File: src/rtl/core/rcsp_pkg.sv
// Shared types and constants for the route command stream parser.
// No dependencies; imported by every module of the block.
`default_nettype none

package rcsp_pkg;

  localparam int QUEUE_DEPTH = 2;

  localparam int CFG_WIDTH = 8;
  localparam logic [CFG_WIDTH-1:0] TYPE_LOW_RESET  = 8'd1;
  localparam logic [CFG_WIDTH-1:0] TYPE_HIGH_RESET = 8'd4;

  typedef enum logic {
    CFG_TYPE_LOW  = 1'b0,
    CFG_TYPE_HIGH = 1'b1
  } cfg_index_t;

  typedef enum logic [1:0] {
    ST_GOOD  = 2'd0,
    ST_DONE  = 2'd1,
    ST_ERROR = 2'd2
  } status_t;

  typedef enum logic [4:0] {
    TK_NONE        = 5'd0,
    TK_TYPE        = 5'd1,
    TK_GS_CHAR     = 5'd2,
    TK_GS_END      = 5'd3,
    TK_RELIABILITY = 5'd4,
    TK_ADDR_CHAR   = 5'd5,
    TK_ADDR_END    = 5'd6,
    TK_NODE_CHAR   = 5'd7,
    TK_NODE_END    = 5'd8,
    TK_CONTACT     = 5'd9,
    TK_START       = 5'd10,
    TK_END_TIME    = 5'd11,
    TK_BITRATE     = 5'd12,
    TK_CNODE_CHAR  = 5'd13,
    TK_CNODE_END   = 5'd14,
    TK_CLOSE       = 5'd15,
    TK_DONE        = 5'd16,
    TK_ERROR       = 5'd17
  } token_kind_t;

  // Structural characters of the command text, and the end mark.
  typedef enum logic [3:0] {
    P_NONE   = 4'd0,
    P_LPAREN = 4'd1,
    P_RPAREN = 4'd2,
    P_COMMA  = 4'd3,
    P_COLON  = 4'd4,
    P_LBRACK = 4'd5,
    P_RBRACK = 4'd6,
    P_LBRACE = 4'd7,
    P_RBRACE = 4'd8,
    P_END    = 4'd9
  } punct_t;

  typedef struct packed {
    punct_t punct;
    logic   digit;
    logic   id_ok;
    logic   addr_ok;
    logic   type_ok;
  } byte_cls_t;

  typedef struct packed {
    logic        restart;
    logic [7:0]  data;
    logic [63:0] now;
    byte_cls_t   cls;
  } item_t;

endpackage

`default_nettype wire

File: src/rtl/core/rcsp_front.sv
// Front end: type range registers and byte classification.
// Depends on rcsp_pkg; feeds rcsp_queue.
`default_nettype none

module rcsp_front (
  input  wire logic                           clk,
  input  wire logic                           rst,
  input  wire logic                           cfg_wr_en,
  input  wire logic                           cfg_index,
  input  wire logic [rcsp_pkg::CFG_WIDTH-1:0] cfg_data,
  input  wire logic                           in_valid,
  output      logic                           in_ready,
  input  wire logic                           req_type,
  input  wire logic [7:0]                     data_byte,
  input  wire logic [63:0]                    now_seconds,
  input  wire logic                           queue_full,
  output      logic                           push,
  output      rcsp_pkg::item_t                push_item
);
  import rcsp_pkg::*;

  localparam logic [7:0] ID_LO1 = 8'h21;
  localparam logic [7:0] ID_HI1 = 8'h5F;
  localparam logic [7:0] ID_LO2 = 8'h61;
  localparam logic [7:0] ID_HI2 = 8'h7A;
  localparam logic [7:0] TILDE  = 8'h7E;

  logic [CFG_WIDTH-1:0] type_low;
  logic [CFG_WIDTH-1:0] type_high;
  byte_cls_t            cls;
  logic                 is_digit;
  logic                 is_upper;
  logic                 is_lower;

  always_ff @(posedge clk) begin
    if (rst) begin
      type_low  <= TYPE_LOW_RESET;
      type_high <= TYPE_HIGH_RESET;
    end else if (cfg_wr_en) begin
      if (cfg_index == CFG_TYPE_LOW) begin
        type_low <= cfg_data;
      end else begin
        type_high <= cfg_data;
      end
    end
  end

  assign is_digit = (data_byte >= "0") && (data_byte <= "9");
  assign is_upper = (data_byte >= "A") && (data_byte <= "Z");
  assign is_lower = (data_byte >= "a") && (data_byte <= "z");

  always_comb begin
    cls.digit   = is_digit;
    cls.addr_ok = is_digit || is_upper || is_lower;
    cls.id_ok   = ((data_byte >= ID_LO1) && (data_byte <= ID_HI1)) ||
                  ((data_byte >= ID_LO2) && (data_byte <= ID_HI2)) ||
                  (data_byte == TILDE);
    cls.type_ok = (data_byte >= type_low) && (data_byte <= type_high);
    unique case (data_byte)
      "(":     cls.punct = P_LPAREN;
      ")":     cls.punct = P_RPAREN;
      ",":     cls.punct = P_COMMA;
      ":":     cls.punct = P_COLON;
      "[":     cls.punct = P_LBRACK;
      "]":     cls.punct = P_RBRACK;
      "{":     cls.punct = P_LBRACE;
      "}":     cls.punct = P_RBRACE;
      8'hFF:   cls.punct = P_END;
      default: cls.punct = P_NONE;
    endcase
  end

  assign in_ready          = !queue_full;
  assign push              = in_valid && in_ready;
  assign push_item.restart = req_type;
  assign push_item.data    = data_byte;
  assign push_item.now     = now_seconds;
  assign push_item.cls     = cls;

endmodule

`default_nettype wire

File: src/rtl/core/rcsp_queue.sv
// Short queue of classified bytes between the front and the grammar engine.
// Depends on rcsp_pkg for the entry type.
`default_nettype none

module rcsp_queue #(
  parameter int Depth = rcsp_pkg::QUEUE_DEPTH
) (
  input  wire logic            clk,
  input  wire logic            rst,
  input  wire logic            push,
  input  wire rcsp_pkg::item_t push_item,
  output      logic            full,
  output      logic            head_valid,
  output      rcsp_pkg::item_t head_item,
  input  wire logic            pop
);
  import rcsp_pkg::*;

  localparam int PtrW = (Depth > 1) ? $clog2(Depth) : 1;
  localparam int CntW = $clog2(Depth + 1);

  item_t           entries [Depth];
  logic [PtrW-1:0] wr_ptr;
  logic [PtrW-1:0] rd_ptr;
  logic [CntW-1:0] count;

  function automatic logic [PtrW-1:0] ptr_inc(input logic [PtrW-1:0] p);
    ptr_inc = (p == PtrW'(Depth - 1)) ? '0 : p + 1'b1;
  endfunction

  always_ff @(posedge clk) begin
    if (push) begin
      entries[wr_ptr] <= push_item;
    end
  end

  always_ff @(posedge clk) begin
    if (rst) begin
      wr_ptr <= '0;
      rd_ptr <= '0;
      count  <= '0;
    end else begin
      if (push) begin
        wr_ptr <= ptr_inc(wr_ptr);
      end
      if (pop) begin
        rd_ptr <= ptr_inc(rd_ptr);
      end
      if (push && !pop) begin
        count <= count + 1'b1;
      end else if (pop && !push) begin
        count <= count - 1'b1;
      end
    end
  end

  assign full       = (count == CntW'(Depth));
  assign head_valid = (count != '0);
  assign head_item  = entries[rd_ptr];

endmodule

`default_nettype wire

File: src/rtl/core/rcsp_back.sv
// Back end: grammar state machine, number accumulator and result register.
// Depends on rcsp_pkg; takes classified bytes from rcsp_queue.
`default_nettype none

module rcsp_back (
  input  wire logic            clk,
  input  wire logic            rst,
  input  wire logic            head_valid,
  input  wire rcsp_pkg::item_t head_item,
  output      logic            pop,
  output      logic            out_valid,
  input  wire logic            out_ready,
  output      logic [1:0]      parse_status,
  output      logic [4:0]      token_kind,
  output      logic [63:0]     token_value
);
  import rcsp_pkg::*;

  localparam logic [63:0] ACC_LIMIT = 64'd1844674407370955161;
  localparam logic [63:0] REL_MIN   = 64'd100;
  localparam logic [63:0] REL_MAX   = 64'd1000;

  typedef enum logic [24:0] {
    S_TYPE          = 25'd1 << 0,
    S_GS_OPEN       = 25'd1 << 1,
    S_GS_ID         = 25'd1 << 2,
    S_REL_SEP       = 25'd1 << 3,
    S_REL           = 25'd1 << 4,
    S_ADDR_OPEN     = 25'd1 << 5,
    S_ADDR          = 25'd1 << 6,
    S_ADDR_SEP      = 25'd1 << 7,
    S_NODES_OPEN    = 25'd1 << 8,
    S_NODE_OPEN     = 25'd1 << 9,
    S_NODE_ID       = 25'd1 << 10,
    S_NODE_SEP      = 25'd1 << 11,
    S_NC_SEP        = 25'd1 << 12,
    S_CONTACTS_OPEN = 25'd1 << 13,
    S_CONTACT_OPEN  = 25'd1 << 14,
    S_START         = 25'd1 << 15,
    S_END           = 25'd1 << 16,
    S_RATE          = 25'd1 << 17,
    S_CNODES_OPEN   = 25'd1 << 18,
    S_CNODE_OPEN    = 25'd1 << 19,
    S_CNODE_ID      = 25'd1 << 20,
    S_CNODE_SEP     = 25'd1 << 21,
    S_CONTACT_CLOSE = 25'd1 << 22,
    S_CONTACT_SEP   = 25'd1 << 23,
    S_FINAL         = 25'd1 << 24
  } stage_t;

  stage_t      stage, stage_next;
  status_t     status, status_next;
  logic [63:0] acc, acc_next;
  logic [63:0] start_time, start_time_next;

  token_kind_t kind_reg;
  status_t     status_reg;
  logic [63:0] value_reg;

  token_kind_t kind;
  logic [63:0] value;
  logic        err;

  punct_t      p;
  logic [7:0]  ch;
  logic [3:0]  digit;
  logic [63:0] acc_times10;
  logic [63:0] acc_digit;
  logic [63:0] rate_sat;

  assign p     = head_item.cls.punct;
  assign ch    = head_item.data;
  assign digit = ch[3:0];

  // Decimal shift-add with saturation at the top of the 64-bit range.
  assign acc_times10 = {acc[60:0], 3'b000} + {acc[62:0], 1'b0} + {60'd0, digit};
  assign acc_digit   = ((acc > ACC_LIMIT) || ((acc == ACC_LIMIT) && (digit > 4'd5)))
                       ? '1 : acc_times10;
  assign rate_sat    = (acc[63:32] != '0) ? {32'd0, 32'hFFFF_FFFF} : acc;

  assign pop = head_valid && (!out_valid || out_ready);

  always_comb begin
    stage_next      = stage;
    status_next     = status;
    acc_next        = acc;
    start_time_next = start_time;
    kind            = TK_NONE;
    value           = '0;
    err             = 1'b0;

    if (head_item.restart) begin
      stage_next      = S_TYPE;
      status_next     = ST_GOOD;
      acc_next        = '0;
      start_time_next = '0;
    end else if (status == ST_GOOD) begin
      unique case (stage)
        S_TYPE: begin
          stage_next = S_GS_OPEN;
          if (head_item.cls.type_ok) begin
            kind  = TK_TYPE;
            value = {56'd0, ch};
          end else begin
            err = 1'b1;
          end
        end
        S_GS_OPEN: begin
          if (p == P_LPAREN) stage_next = S_GS_ID;
          else err = 1'b1;
        end
        S_GS_ID: begin
          if (p == P_RPAREN) begin
            stage_next = S_REL_SEP;
            kind       = TK_GS_END;
          end else if (head_item.cls.id_ok) begin
            kind  = TK_GS_CHAR;
            value = {56'd0, ch};
          end else begin
            err = 1'b1;
          end
        end
        S_REL_SEP: begin
          if (p == P_COMMA) begin
            acc_next   = '0;
            stage_next = S_REL;
          end else if (p == P_COLON) begin
            stage_next = S_ADDR_OPEN;
          end else if (p == P_END) begin
            status_next = ST_DONE;
            kind        = TK_DONE;
          end else begin
            err = 1'b1;
          end
        end
        S_REL: begin
          if (p == P_COLON || p == P_END) begin
            // Values above the range are rejected, so no clamp is needed.
            if (acc < REL_MIN || acc > REL_MAX) begin
              err = 1'b1;
            end else begin
              kind       = TK_RELIABILITY;
              value      = acc;
              stage_next = S_ADDR_OPEN;
              if (p == P_END) status_next = ST_DONE;
            end
          end else if (head_item.cls.digit) begin
            acc_next = acc_digit;
          end else begin
            err = 1'b1;
          end
        end
        S_ADDR_OPEN: begin
          if (p == P_LPAREN) begin
            stage_next = S_ADDR;
          end else if (p == P_COLON) begin
            stage_next = S_NODES_OPEN;
          end else if (p == P_END) begin
            status_next = ST_DONE;
            kind        = TK_DONE;
          end else begin
            err = 1'b1;
          end
        end
        S_ADDR: begin
          if (p == P_RPAREN) begin
            stage_next = S_ADDR_SEP;
            kind       = TK_ADDR_END;
          end else if (head_item.cls.addr_ok) begin
            kind  = TK_ADDR_CHAR;
            value = {56'd0, ch};
          end else begin
            err = 1'b1;
          end
        end
        S_ADDR_SEP: begin
          if (p == P_COLON) begin
            stage_next = S_NODES_OPEN;
          end else if (p == P_END) begin
            status_next = ST_DONE;
            kind        = TK_DONE;
          end else begin
            err = 1'b1;
          end
        end
        S_NODES_OPEN: begin
          if (p == P_LBRACK) begin
            stage_next = S_NODE_OPEN;
          end else if (p == P_COLON) begin
            stage_next = S_CONTACTS_OPEN;
          end else if (p == P_END) begin
            status_next = ST_DONE;
            kind        = TK_DONE;
          end else begin
            err = 1'b1;
          end
        end
        S_NODE_OPEN: begin
          if (p == P_LPAREN) stage_next = S_NODE_ID;
          else if (p == P_RBRACK) stage_next = S_NC_SEP;
          else err = 1'b1;
        end
        S_NODE_ID: begin
          if (p == P_RPAREN) begin
            stage_next = S_NODE_SEP;
            kind       = TK_NODE_END;
          end else if (head_item.cls.id_ok) begin
            kind  = TK_NODE_CHAR;
            value = {56'd0, ch};
          end else begin
            err = 1'b1;
          end
        end
        S_NODE_SEP: begin
          if (p == P_COMMA) stage_next = S_NODE_OPEN;
          else if (p == P_RBRACK) stage_next = S_NC_SEP;
          else err = 1'b1;
        end
        S_NC_SEP: begin
          if (p == P_COLON) begin
            stage_next = S_CONTACTS_OPEN;
          end else if (p == P_END) begin
            status_next = ST_DONE;
            kind        = TK_DONE;
          end else begin
            err = 1'b1;
          end
        end
        S_CONTACTS_OPEN: begin
          if (p == P_LBRACK) begin
            stage_next = S_CONTACT_OPEN;
          end else if (p == P_END) begin
            status_next = ST_DONE;
            kind        = TK_DONE;
          end else begin
            err = 1'b1;
          end
        end
        S_CONTACT_OPEN: begin
          if (p == P_LBRACE) begin
            acc_next   = '0;
            stage_next = S_START;
            kind       = TK_CONTACT;
          end else if (p == P_RBRACK) begin
            stage_next = S_FINAL;
          end else begin
            err = 1'b1;
          end
        end
        S_START: begin
          if (p == P_COMMA) begin
            start_time_next = acc;
            kind            = TK_START;
            value           = acc;
            acc_next        = '0;
            stage_next      = S_END;
          end else if (head_item.cls.digit) begin
            acc_next = acc_digit;
          end else begin
            err = 1'b1;
          end
        end
        S_END: begin
          if (p == P_COMMA) begin
            if ((acc > start_time) && (acc > head_item.now)) begin
              kind       = TK_END_TIME;
              value      = acc;
              acc_next   = '0;
              stage_next = S_RATE;
            end else begin
              err = 1'b1;
            end
          end else if (head_item.cls.digit) begin
            acc_next = acc_digit;
          end else begin
            err = 1'b1;
          end
        end
        S_RATE: begin
          if (p == P_COMMA || p == P_RBRACE) begin
            kind       = TK_BITRATE;
            value      = rate_sat;
            // A closing brace ends the contact together with the bitrate.
            stage_next = (p == P_COMMA) ? S_CNODES_OPEN : S_CONTACT_SEP;
          end else if (head_item.cls.digit) begin
            acc_next = acc_digit;
          end else begin
            err = 1'b1;
          end
        end
        S_CNODES_OPEN: begin
          if (p == P_LBRACK) stage_next = S_CNODE_OPEN;
          else err = 1'b1;
        end
        S_CNODE_OPEN: begin
          if (p == P_LPAREN) stage_next = S_CNODE_ID;
          else if (p == P_RBRACK) stage_next = S_CONTACT_CLOSE;
          else err = 1'b1;
        end
        S_CNODE_ID: begin
          if (p == P_RPAREN) begin
            stage_next = S_CNODE_SEP;
            kind       = TK_CNODE_END;
          end else if (head_item.cls.id_ok) begin
            kind  = TK_CNODE_CHAR;
            value = {56'd0, ch};
          end else begin
            err = 1'b1;
          end
        end
        S_CNODE_SEP: begin
          if (p == P_COMMA) stage_next = S_CNODE_OPEN;
          else if (p == P_RBRACK) stage_next = S_CONTACT_CLOSE;
          else err = 1'b1;
        end
        S_CONTACT_CLOSE: begin
          if (p == P_RBRACE) begin
            stage_next = S_CONTACT_SEP;
            kind       = TK_CLOSE;
          end else begin
            err = 1'b1;
          end
        end
        S_CONTACT_SEP: begin
          if (p == P_COMMA) stage_next = S_CONTACT_OPEN;
          else if (p == P_RBRACK) stage_next = S_FINAL;
          else err = 1'b1;
        end
        S_FINAL: begin
          if (p == P_END) begin
            status_next = ST_DONE;
            kind        = TK_DONE;
          end else begin
            err = 1'b1;
          end
        end
        default: begin
          err = 1'b1;
        end
      endcase

      if (err) begin
        status_next = ST_ERROR;
        kind        = TK_ERROR;
        value       = {56'd0, ch};
      end
    end
  end

  always_ff @(posedge clk) begin
    if (rst) begin
      stage      <= S_TYPE;
      status     <= ST_GOOD;
      acc        <= '0;
      start_time <= '0;
      out_valid  <= 1'b0;
    end else begin
      if (pop) begin
        stage      <= stage_next;
        status     <= status_next;
        acc        <= acc_next;
        start_time <= start_time_next;
        out_valid  <= 1'b1;
      end else if (out_ready) begin
        out_valid <= 1'b0;
      end
    end
  end

  always_ff @(posedge clk) begin
    if (pop) begin
      status_reg <= status_next;
      kind_reg   <= kind;
      value_reg  <= value;
    end
  end

  assign parse_status = status_reg;
  assign token_kind   = kind_reg;
  assign token_value  = value_reg;

  a_restart_clears: assert property (@(posedge clk) disable iff (rst)
    pop && head_item.restart |=> status == ST_GOOD && stage == S_TYPE && acc == '0)
    else $error("restart did not return the parser to its initial state");

  a_error_sticky: assert property (@(posedge clk) disable iff (rst)
    pop && !head_item.restart && status == ST_ERROR |=> status == ST_ERROR)
    else $error("error status left without a restart");

  a_error_token: assert property (@(posedge clk) disable iff (rst)
    out_valid && token_kind == TK_ERROR |-> parse_status == ST_ERROR)
    else $error("error token delivered without error status");

  a_done_token: assert property (@(posedge clk) disable iff (rst)
    out_valid && token_kind == TK_DONE |-> parse_status == ST_DONE)
    else $error("done token delivered without done status");

  a_end_after_start: assert property (@(posedge clk) disable iff (rst)
    out_valid && token_kind == TK_END_TIME |-> token_value > start_time)
    else $error("contact end time not above its start time");

endmodule

`default_nettype wire

File: src/rtl/core/route_command_stream_parser_top.sv
// Top level of the route command stream parser.
// Depends on rcsp_pkg, rcsp_front, rcsp_queue and rcsp_back.
//
//   Channel  Signals                                      Direction
//   input    in_valid/in_ready, req_type, data_byte,     in
//            now_seconds
//   result   out_valid/out_ready, parse_status,          out
//            token_kind, token_value
//   config   cfg_wr_en, cfg_index, cfg_data              in
//
// One byte is taken per cycle unless in_ready is low, and each byte gives one result;
// the grammar engine's decimal shift-add and time compares set the pace.
// A result passes through the queue and then the result register between its
// input transfer and its own transfer at the output.
// Reset clears the type range registers to 1..4, the queue, the result valid flag
// and the parser state; there is no clearing pass.
// The queue lets input transfers continue while a result waits on out_ready;
// in_ready falls only when the queue is full.
`default_nettype none

module route_command_stream_parser_top #(
  parameter int QueueDepth = rcsp_pkg::QUEUE_DEPTH
) (
  input  wire logic                           clk,
  input  wire logic                           rst,
  input  wire logic                           cfg_wr_en,
  input  wire logic                           cfg_index,
  input  wire logic [rcsp_pkg::CFG_WIDTH-1:0] cfg_data,
  input  wire logic                           in_valid,
  output      logic                           in_ready,
  input  wire logic                           req_type,
  input  wire logic [7:0]                     data_byte,
  input  wire logic [63:0]                    now_seconds,
  output      logic                           out_valid,
  input  wire logic                           out_ready,
  output      logic [1:0]                     parse_status,
  output      logic [4:0]                     token_kind,
  output      logic [63:0]                    token_value
);
  import rcsp_pkg::*;

  logic  push;
  item_t push_item;
  logic  queue_full;
  logic  head_valid;
  item_t head_item;
  logic  pop;

  rcsp_front u_front (
    .clk         (clk),
    .rst         (rst),
    .cfg_wr_en   (cfg_wr_en),
    .cfg_index   (cfg_index),
    .cfg_data    (cfg_data),
    .in_valid    (in_valid),
    .in_ready    (in_ready),
    .req_type    (req_type),
    .data_byte   (data_byte),
    .now_seconds (now_seconds),
    .queue_full  (queue_full),
    .push        (push),
    .push_item   (push_item)
  );

  rcsp_queue #(
    .Depth (QueueDepth)
  ) u_queue (
    .clk        (clk),
    .rst        (rst),
    .push       (push),
    .push_item  (push_item),
    .full       (queue_full),
    .head_valid (head_valid),
    .head_item  (head_item),
    .pop        (pop)
  );

  rcsp_back u_back (
    .clk          (clk),
    .rst          (rst),
    .head_valid   (head_valid),
    .head_item    (head_item),
    .pop          (pop),
    .out_valid    (out_valid),
    .out_ready    (out_ready),
    .parse_status (parse_status),
    .token_kind   (token_kind),
    .token_value  (token_value)
  );

endmodule

`default_nettype wire
File: config.mk
export PLATFORM = sky130hd
export DESIGN_NAME = route_command_stream_parser_top
export DESIGN_NICKNAME = d
export VERILOG_FILES = /design/src/rtl/core/rcsp_pkg.sv /design/src/rtl/core/rcsp_front.sv /design/src/rtl/core/rcsp_queue.sv /design/src/rtl/core/rcsp_back.sv /design/src/rtl/core/route_command_stream_parser_top.sv
export SDC_FILE = /design/constraint.sdc
export NUM_CORES = 1
export LEC_CHECK = 0
export BUFFER_PORTS_ARGS = -buffer_cell sky130_fd_sc_hd__buf_2
export CORE_UTILIZATION = 57
export CTS_BUF_LIST = sky130_fd_sc_hd__clkbuf_2
export CTS_CLUSTER_DIAMETER = 50
export CTS_CLUSTER_SIZE = 28
export DETAILED_ROUTE_END_ITERATION = 10
export GPL_TIMING_DRIVEN = 1
export PLACE_DENSITY_LB_ADDON = 0.1
export SLEW_MARGIN = 10
export SYNTH_ARGS = -nofsm -noshare
export SYNTH_HDL_FRONTEND = slang
export SYNTH_HIERARCHICAL = 1
export SYNTH_SLANG_ARGS = --single-unit
export TNS_END_PERCENT = 1
File: constraint.sdc
create_clock -name clk -period 14.65 [get_ports clk]
set_input_delay 0.7325 -clock clk [delete_from_list [all_inputs] [get_ports clk]]
set_output_delay 0.7325 -clock clk [all_outputs]
set_load 0.1 [all_outputs]
==> results of run 1 <==
## layout by cell type, fill, tap and decap left out, types with 25 or more instances in the layout
cell / instances
dfxtp_1: 176
o21ai_0: 91
buf_2: 158
nor4_1: 27
ha_1: 267
xor2_1: 25
clkbuf_2: 50
nor3_1: 79
and2_1: 45
a21o_1: 77
nand4_1: 50
inv_1: 179
o21a_1: 36
dlygate4sd3_1: 87
edfxtp_1: 233
nand3_1: 47
xnor2_1: 38
a21oi_1: 306
nor3b_1: 68
nand2_1: 184
nor2_1: 227
mux2_2: 81
## metal layers
layer | share of wire, % | GRT usage (%)
met1 | 45 | 39.9
met2 | 47 | 49.9
met3 | 5.4 | 3.80
met4 | 2.6 | 9.79
met5 | 0 | 0
## final timing paths
kind | startpoint | end | slack (ns)
worst max-delay path | flip-flop | u_back/token_value[62]$_SDFFCE_PP0P_ | 8.07
worst min-delay path | in_valid | u_queue/wr_ptr$_SDFFE_PP0P_ | 0.14
worst max register to register | flip-flop | u_back/token_value[62]$_SDFFCE_PP0P_ | 8.07
worst min register to register | u_front/type_low[7]$_SDFFE_PP0P_ | u_front/type_low[7]$_SDFFE_PP0P_ | 0.48
## power by group through the flow
stage	registers, W	clock network (W)	logic (W)
final	0.00166	0.000736	0.00238
after detailed placement	0.00169	0	0.00233
after floorplan	0.00224	0	0.00122
after global routing	0.00169	0.000792	0.00256
after CTS	0.00166	0.000751	0.00236
after global placement	0.00168	0	0.00230
## stage by stage
stage	instances	hold slack (ns)	power [W]
CTS	3569	0.0377	0.00477
global route	3571	0.132	0.00504
global placement	3399	0.445	0.00398
detailed placement	3399	0.447	0.00402
finish	3573	0.144	0.00478
floorplan	2816	0.430	0.00345
## layout make-up
class / instances / area [sq um] / area share [%]
Multi-Input combinational cell: 2030 / 14300 / 49.6
Sequential cell: 410 / 10500 / 36.5
Timing Repair Buffer: 268 / 1850 / 6.40
Tap cell: 600 / 751 / 2.60
Inverter: 179 / 672 / 2.33
Clock inverter: 33 / 490 / 1.70
Clock buffer: 50 / 250 / 0.867
Antenna cell: 3 / 7.51 / 0.0260
## tightest hold or removal path, stage by stage
cell and delay (ns):
buf_2 0.10, nor2b_1 0.16, xnor2_1 0.15, nor2_1 0.04
## logic make-up after synthesis
family                     synth area share [%]
DFF                                        39.6
muxes                                      3.76
buffers and inverters                      6.90
AOI/OAI and AO/OA                          16.9
and+or+nand+nor                            18.1
adders and majority gates                  12.7
xor gates and xnor gates                   2.07
==> flow_summary.yaml, run 1 <==
timing:
  final.setup_skew_ns: 0.130
  timing.final.crit_period_ns: 6.58
  finalHoldViolCount: 0
  finalSetupTns_ns: 0
  slew_headroom_pct: 18.6
  setup_viol: 0
  post-route-period-util_pct: 44.9
  worst_pin_slew_ns: 1.22
  fmax_mhz: 152
  timing.final.ws_setup_ns: 8.07
  rsz0062_at_grt: "no"
  slew_violations: 0
placed_design:
  pre_cts_ws_ns: 8.13
  io_buffers: 159
  gp_congestion: 0.992
  hpwl_um: 51100
  dpl_cell_area_sq_um: 27200
global_route:
  grt-ovfl-total: 0
  grt_pass1_wl_um: 113000
  first_global_vias: 21100
  grtUsageTotal_pct: 29.9
  antenna_found_initial: 4
  grt_max_degree: 82
setup_path:
  crit_chain: "mux2_2, inv_1, ha_1, nand4_1, nor4_1, nand4_1, nor2_1, o221a_2, o31a_1, nand2_1, a221o_4, a311oi_4, and2_1"
  critPathMaxStageDelay_ns: 1.05
  start_kind: "flip-flop"
  required_ns: 15.63
  cp.buffers_inverters: 1
  cp_slowest_cell: "nor4_1"
  cp.depth: 13
  crit_top_cell: "nand4_1"
  crit_type: "flip-flop to flip-flop"
  critPathTopFamily: "simple AND/OR/NAND/NOR gates"
  reg2reg_depth: 13
  cp.arrival_ns: 7.56
  end_kind: "flip-flop"
  cp_max_fo: 46
cts:
  cts-buffers-inserted: 45
  cts_resized: 0
  cts_tree: "yes"
  cts.htree.levels: 2
  insertion_delay_ns: 1.16
  clk_pin_slew_ns: 0.30
  cts_root_buf: "clkbuf_2"
  cts-hold-fix-buffers: 87
  cts_sinks: 410
  cts_setup_buffers: 0
  clockBufferDepth: 3
logic_synthesis:
  ys_ff_latch: 410
  yosys_warnings: 6
  synth_top_area_share_pct: 26.3
  synthesis.area_sq_um: 26600
  synth_top_flop_cell: "edfxtp_1"
  ys_types: 94
  syn_nets: 3172
  yosysMostFrequentCell: "a21oi_1"
  synth_area_per_cell_sq_um: 9.46
  yosys-top-cells-count: "a21oi_1 (306), ha_1 (267), edfxtp_1 (233), nor2_1 (228), nand2_1 (184)"
  ys_seq_area_share_pct: 39.6
  yosys-top-cells-area: "edfxtp_1 (26%), dfxtp_1 (13%), ha_1 (13%)"
  synthArstFlopShare_pct: 0
  synth_top_cell_by_area: "edfxtp_1"
  synth-edff-count: 233
  synthCells: 2816
floorplan:
  start_util_pct: 58.2
  die_x_um: 218
  dieArea_sq_um: 47600
  pin_count: 160
  core_area_sq_um: 45800
  row_count: 78
  dieHeight_um: 218
drt:
  vias_per_cell: 6.10
  wl_um: 72200
  ant_nets: 0
  wl_per_cell_um: 20.2
  drtIter0Drc: 1563
  num_vias: 21800
  drc_errors: 0
  drt_pass1_iterations: 5
pwr:
  p_seq_share_pct: 34.8
  power_switching_w: 0.00237
  p_leak_nw: 12.1
  switching_share_pct: 49.5
  powerDensity_nw_per_um2: 166
  p_comb_share_pct: 49.8
  power_frac_clock_pct: 15.4
  ir_drop_uv: 213
  intPower_w: 0.00242
layout:
  fillers: 3871
  area_growth_pct: 8.38
  fin_nets: 3290
  top_register: "u_queue/entries"
  largest_reg_flops: 162
  drive_above_1_share_pct: 14.1
  final_area_sq_um: 28900
  fin_util_pct: 63.1
status:
  run_status: "finished clean"
min_path:
  holdPathStages: 4
  hold_path.class: "input port to flip-flop"
run:
  cap_violations: 0
No activity file was read; power rests on OpenSTA's default activity.
==> run 2: changes to the inputs <==
Clock period 14.65 ns to 5.3 ns, I/O delays scaled along.
==> run 2 against run 1 <==
- highest routed layer unchanged
- sequential power grew to 2.8 times the previous value
- total power rose to 2.8 times the previous value
- register-to-register slack worse by 7.6 ns
- critical path type unchanged
- sequential share of layout area is 1.3 points lower
- final area rose by 3.6%
- count of clock-buffer cells in the layout grew 1
- clock skew decreased by 0.0041 ns
- critical endpoint is now u_back/token_value[37]$_SDFFCE_PP0P_
- clock power is 150% higher
==> flow_summary.yaml, run 2 (same netlist as run 1, synthesis figures left out) <==
status:
  run_status: "finished clean"
timing:
  slew_headroom_pct: 29.0
  post-route-period-util_pct: 91.5
  final.setup_skew_ns: 0.126
  worst_pin_slew_ns: 1.06
  setup_viol: 0
  slew_violations: 0
  rsz0062_at_grt: "no"
  fmax_mhz: 206
  finalSetupTns_ns: 0
  timing.final.crit_period_ns: 4.85
  timing.final.ws_setup_ns: 0.450
  finalHoldViolCount: 0
placed_design:
  gp_congestion: 0.972
  io_buffers: 159
  hpwl_um: 53100
  pre_cts_ws_ns: 0.579
cts:
  cts_setup_buffers: 0
  insertion_delay_ns: 1.15
  cts_tree: "yes"
  cts.htree.levels: 2
  clockBufferDepth: 3
  clk_pin_slew_ns: 0.26
  cts-buffers-inserted: 45
  cts_root_buf: "clkbuf_2"
  cts_sinks: 410
setup_path:
  critPathTopFamily: "compound AO/OA/AOI/OAI gates"
  start_kind: "flip-flop"
  cp_max_fo: 32
  cp.buffers_inverters: 4
  crit_chain: "buf_12, mux2_2, inv_1, ha_1, nand4_1, nor4_1, buf_4, nand4_1, o211ai_1, a211o_1, o31a_1, nand2_1, a221o_4, a311oi_4, buf_4, and2_1"
  crit_type: "flip-flop to flip-flop"
  cp.arrival_ns: 5.81
  required_ns: 6.26
  critPathMaxStageDelay_ns: 0.79
  end_kind: "flip-flop"
  cp_slowest_cell: "dfxtp_4"
pwr:
  powerDensity_nw_per_um2: 442
  ir_drop_uv: 881
  p_leak_nw: 12.6
floorplan:
  core_area_sq_um: 45800
  start_util_pct: 58.2
  dieHeight_um: 218
  die_x_um: 218
  dieArea_sq_um: 47600
  row_count: 78
  pin_count: 160
layout:
  fillers: 3712
  drive_above_1_share_pct: 14.2
  final_cell_mix: "a21oi_1 (306), ha_1 (267), edfxtp_1 (233), nor2_1 (227), nand2_1 (184)"
  top_register: "u_queue/entries"
  fin_nets: 3408
  largest_reg_flops: 162
  area_growth_pct: 12.3
  final_common_cell: "a21oi_1"
run:
  cap_violations: 0
drt:
  ant_nets: 0
  drc_errors: 0
  vias_per_cell: 6.05
  drtIter0Drc: 1777
  wl_um: 76500
  wl_per_cell_um: 20.7
  num_vias: 22300
  drt_pass1_iterations: 6
global_route:
  grtUsageTotal_pct: 31.9
  antenna_found_initial: 2
  first_global_vias: 22200
  grt_pass1_wl_um: 119000
  grt-ovfl-total: 0
  grt_max_degree: 87
min_path:
  hold_path.class: "input port to flip-flop"
-- run 2: repair_timing --
action                                  in CTS  in global routing
hold buffers                               183                  0
resized for setup                            0                  0
endpoints found under the setup margin       0                  0
hold endpoints to repair                   291                  0
-- run 2: worst reg2reg max path, delay by kind of cell, from the launching register on --
kind	cells	cell delay [ns]
compound gates	5	1.46
fa+ha+maj	1	0.14
buf+inv	4	0.88
flops	1	0.79
mux	1	0.39
simple gates	5	1.03
-- run 2: final timing paths --
kind / start / endpoint / slack (ns) / depth (start not counted)
max: flip-flop / u_back/token_value[37]$_SDFFCE_PP0P_ / 0.45 / 16
min: data_byte[3] / u_queue/entries[0][75]$_DFFE_PP_ / 0.14 / 2
max reg2reg: flip-flop / u_back/token_value[37]$_SDFFCE_PP0P_ / 0.45 / 16
min reg2reg: u_front/type_high[1]$_SDFFE_PP0P_ / u_front/type_high[1]$_SDFFE_PP0P_ / 0.49 / 2
-- run 2: layout make-up --
class / instances / area (sq um) / share of cell area [%]
multi-input combinational: 2030 / 14300 / 47.8
inverter: 179 / 672 / 2.25
clock buffer: 51 / 255 / 0.853
timing repair buffer: 386 / 3010 / 10.1
tap: 600 / 751 / 2.51
antenna: 5 / 12.5 / 0.0418
clock inverter: 33 / 364 / 1.22
sequential: 410 / 10500 / 35.3
-- run 2: where the power goes --
part | internal [W] | switching, W | total (W)
Sequential | 0.00405 | 0.000519 | 0.00457
Clock | 0.000522 | 0.00129 | 0.00181
Combinational | 0.00200 | 0.00484 | 0.00684
Total | 0.00658 | 0.00665 | 0.0132
-- run 2: metal layers --
metal  GRT usage [%]  wire length [um]
met1            41.7             33800
met2            53.1             35200
met3            4.82              4670
met4            12.2              2740
met5               0                 0
-- run 2: through the flow --
stage | utilization (%) | std cells | hold WS (ns) | instance area (sq um) | power [W]
6_report | 65.3 | 3694 | 0.143 | 29900 | 0.0132
5_1_grt | 65.3 | 3691 | 0.0712 | 29900 | 0.0139
4_1_cts | 65.3 | 3688 | 0.00169 | 29900 | 0.0132
3_5_place_dp | 59.9 | 3421 | 0.448 | 27400 | 0.0113
3_3_place_gp | 59.9 | 3421 | 0.445 | 27400 | 0.0111
2_1_floorplan | - | 2816 | 0.334 | 26600 | 0.00955
==> run 3: changes to the inputs <==
Settings changed: MAX_ROUTING_LAYER from default to met4.
==> run 3 against run 2 <==
- core utilization is 0.093 points higher
- via count is 1.7% higher
- critical path type unchanged
- clock power hardly changed
- total power is 0.17% lower
- largest cell class unchanged
- largest power group unchanged
- combinational power hardly changed
==> flow_summary.yaml, run 3 (same netlist as run 1, synthesis figures left out) <==
status:
  run_status: "finished clean"
floorplan:
  start_util_pct: 58.2
  pin_count: 160
  row_count: 78
  core_area_sq_um: 45800
  dieHeight_um: 218
  die_x_um: 218
  dieArea_sq_um: 47600
cts:
  cts_sinks: 410
  cts-hold-fix-buffers: 186
  cts_root_buf: "clkbuf_2"
  cts.htree.levels: 2
  cts_resized: 0
  clockBufferDepth: 3
  cts-buffers-inserted: 43
  cts_setup_buffers: 0
  insertion_delay_ns: 1.13
  cts_tree: "yes"
  clk_pin_slew_ns: 0.25
setup_path:
  start_kind: "flip-flop"
  crit_type: "flip-flop to flip-flop"
  end_kind: "flip-flop"
  required_ns: 6.31
  cp.arrival_ns: 5.98
  cp_max_fo: 18
layout:
  area_growth_pct: 12.4
  top_register: "u_queue/entries"
  multi_input_area_sq_um: 14300
  final_common_cell: "a21oi_1"
  fin_util_pct: 65.4
  final_cell_mix: "a21oi_1 (306), ha_1 (267), edfxtp_1 (233), nor2_1 (227), dlygate4sd3_1 (186)"
  fillers: 3693
  ff_latch_area_sq_um: 10500
  fin_nets: 3417
  drive_above_1_share_pct: 14.4
  final_area_sq_um: 30000
  largest_reg_flops: 162
drt:
  drtIter0Drc: 1657
  ant_nets: 0
  drc_errors: 0
  wl_um: 78000
  wl_per_cell_um: 21.1
  num_vias: 22700
  vias_per_cell: 6.15
  drt_pass1_iterations: 5
run:
  cap_violations: 0
timing:
  rsz0062_at_grt: "no"
  slew_headroom_pct: 20.6
  finalHoldViolCount: 0
  timing.final.crit_period_ns: 4.97
  worst_pin_slew_ns: 1.19
  post-route-period-util_pct: 93.8
  slew_violations: 0
  timing.final.ws_setup_ns: 0.330
  setup_viol: 0
  fmax_mhz: 201
  finalSetupTns_ns: 0
  final.setup_skew_ns: 0.0896
pwr:
  switching_share_pct: 50.6
  p_comb_share_pct: 52.0
  power_frac_clock_pct: 13.5
  ir_drop_uv: 554
  p_total_w: 0.0132
  powerDensity_nw_per_um2: 441
  p_seq_share_pct: 34.6
  intPower_w: 0.00652
  p_leak_nw: 12.6
  power_switching_w: 0.00669
placed_design:
  dpl_cell_area_sq_um: 27500
  io_buffers: 159
  hpwl_um: 53600
  gp_congestion: 0.971
  pre_cts_ws_ns: 0.496
min_path:
  hold_path.class: "input port to flip-flop"
global_route:
  antenna_found_initial: 1
  first_global_vias: 22300
  grt_pass1_wl_um: 122000
  grtUsageTotal_pct: 33.6
  grt-ovfl-total: 0
  grt_max_degree: 81
==> run 3: cell types whose count changed in the layout (fill, tap and decap cells not counted), sizes merged <==
cell	before	now
bufinv	3	2
clkbuf	51	46
buf	203	211
clkinvlp	0	2
dlygate4sd3	183	186
clkinv	13	14
diode	5	1
inv	196	195
==> run 3: layout make-up <==
cell class	count	share of cell area [%]
tap	600	2.51
timing repair buffer	397	10.3
sequential	410	35.2
antenna	1	0.00836
multi-input combinational	2030	47.7
inverter	179	2.24
clock inverter	34	1.26
clock buffer	46	0.769
==> run 3: final timing paths <==
path                                  endpoint                         startpoint  slack [ns]  cells past startpoint
min reg2reg  u_front/type_high[7]$_SDFFE_PP0P_  u_front/type_high[7]$_SDFFE_PP0P_        0.48                      2
max reg2reg        u_back/acc[56]$_SDFFE_PP0P_                          flip-flop        0.33                     14
min           u_queue/entries[0][75]$_DFFE_PP_                       data_byte[3]        0.15                      2
max                u_back/acc[56]$_SDFFE_PP0P_                          flip-flop        0.33                     14
==> run 3: power groups by stage <==
stage / clock [W] / sequential [W] / combinational, W
2_1_floorplan: 0 / 0.00618 / 0.00337
3_3_place_gp: 0 / 0.00461 / 0.00652
3_5_place_dp: 0 / 0.00461 / 0.00663
4_1_cts: 0.00181 / 0.00455 / 0.00676
5_1_grt: 0.00193 / 0.00462 / 0.00734
6_report: 0.00178 / 0.00456 / 0.00686
==> run 3: per-layer routing <==
metal | vias to the layer above | global-route usage, % | wire (um)
li1 | 10800 | - | -
met1 | 11000 | 43.0 | 34300
met2 | 823 | 55.3 | 36800
met3 | 164 | 4.26 | 4670
met4 | 0 | 10.3 | 2160
met5 | - | - | 0
==> run 3: through the flow <==
step,instances,hold WS [ns]
3_5_place_dp,3430,0.449
6_report,3697,0.147
2_1_floorplan,2816,0.334
3_3_place_gp,3430,0.444
5_1_grt,3697,0.113
4_1_cts,3696,0.00995
==> run 3: worst max-delay path, cell delays in order, from the launching register on <==
cell	delay, ns
dfxtp_4	0.64
mux2_2	0.43
fa_1	0.54
fa_1	0.51
a211oi_1	0.31
o211ai_1	0.16
a21oi_1	0.29
o211ai_1	0.17
a21o_1	0.24
a2111oi_0	0.66
buf_4	0.24
or4_1	0.17
a21o_1	0.15
nor4b_1	0.25
nor3_1	0.08
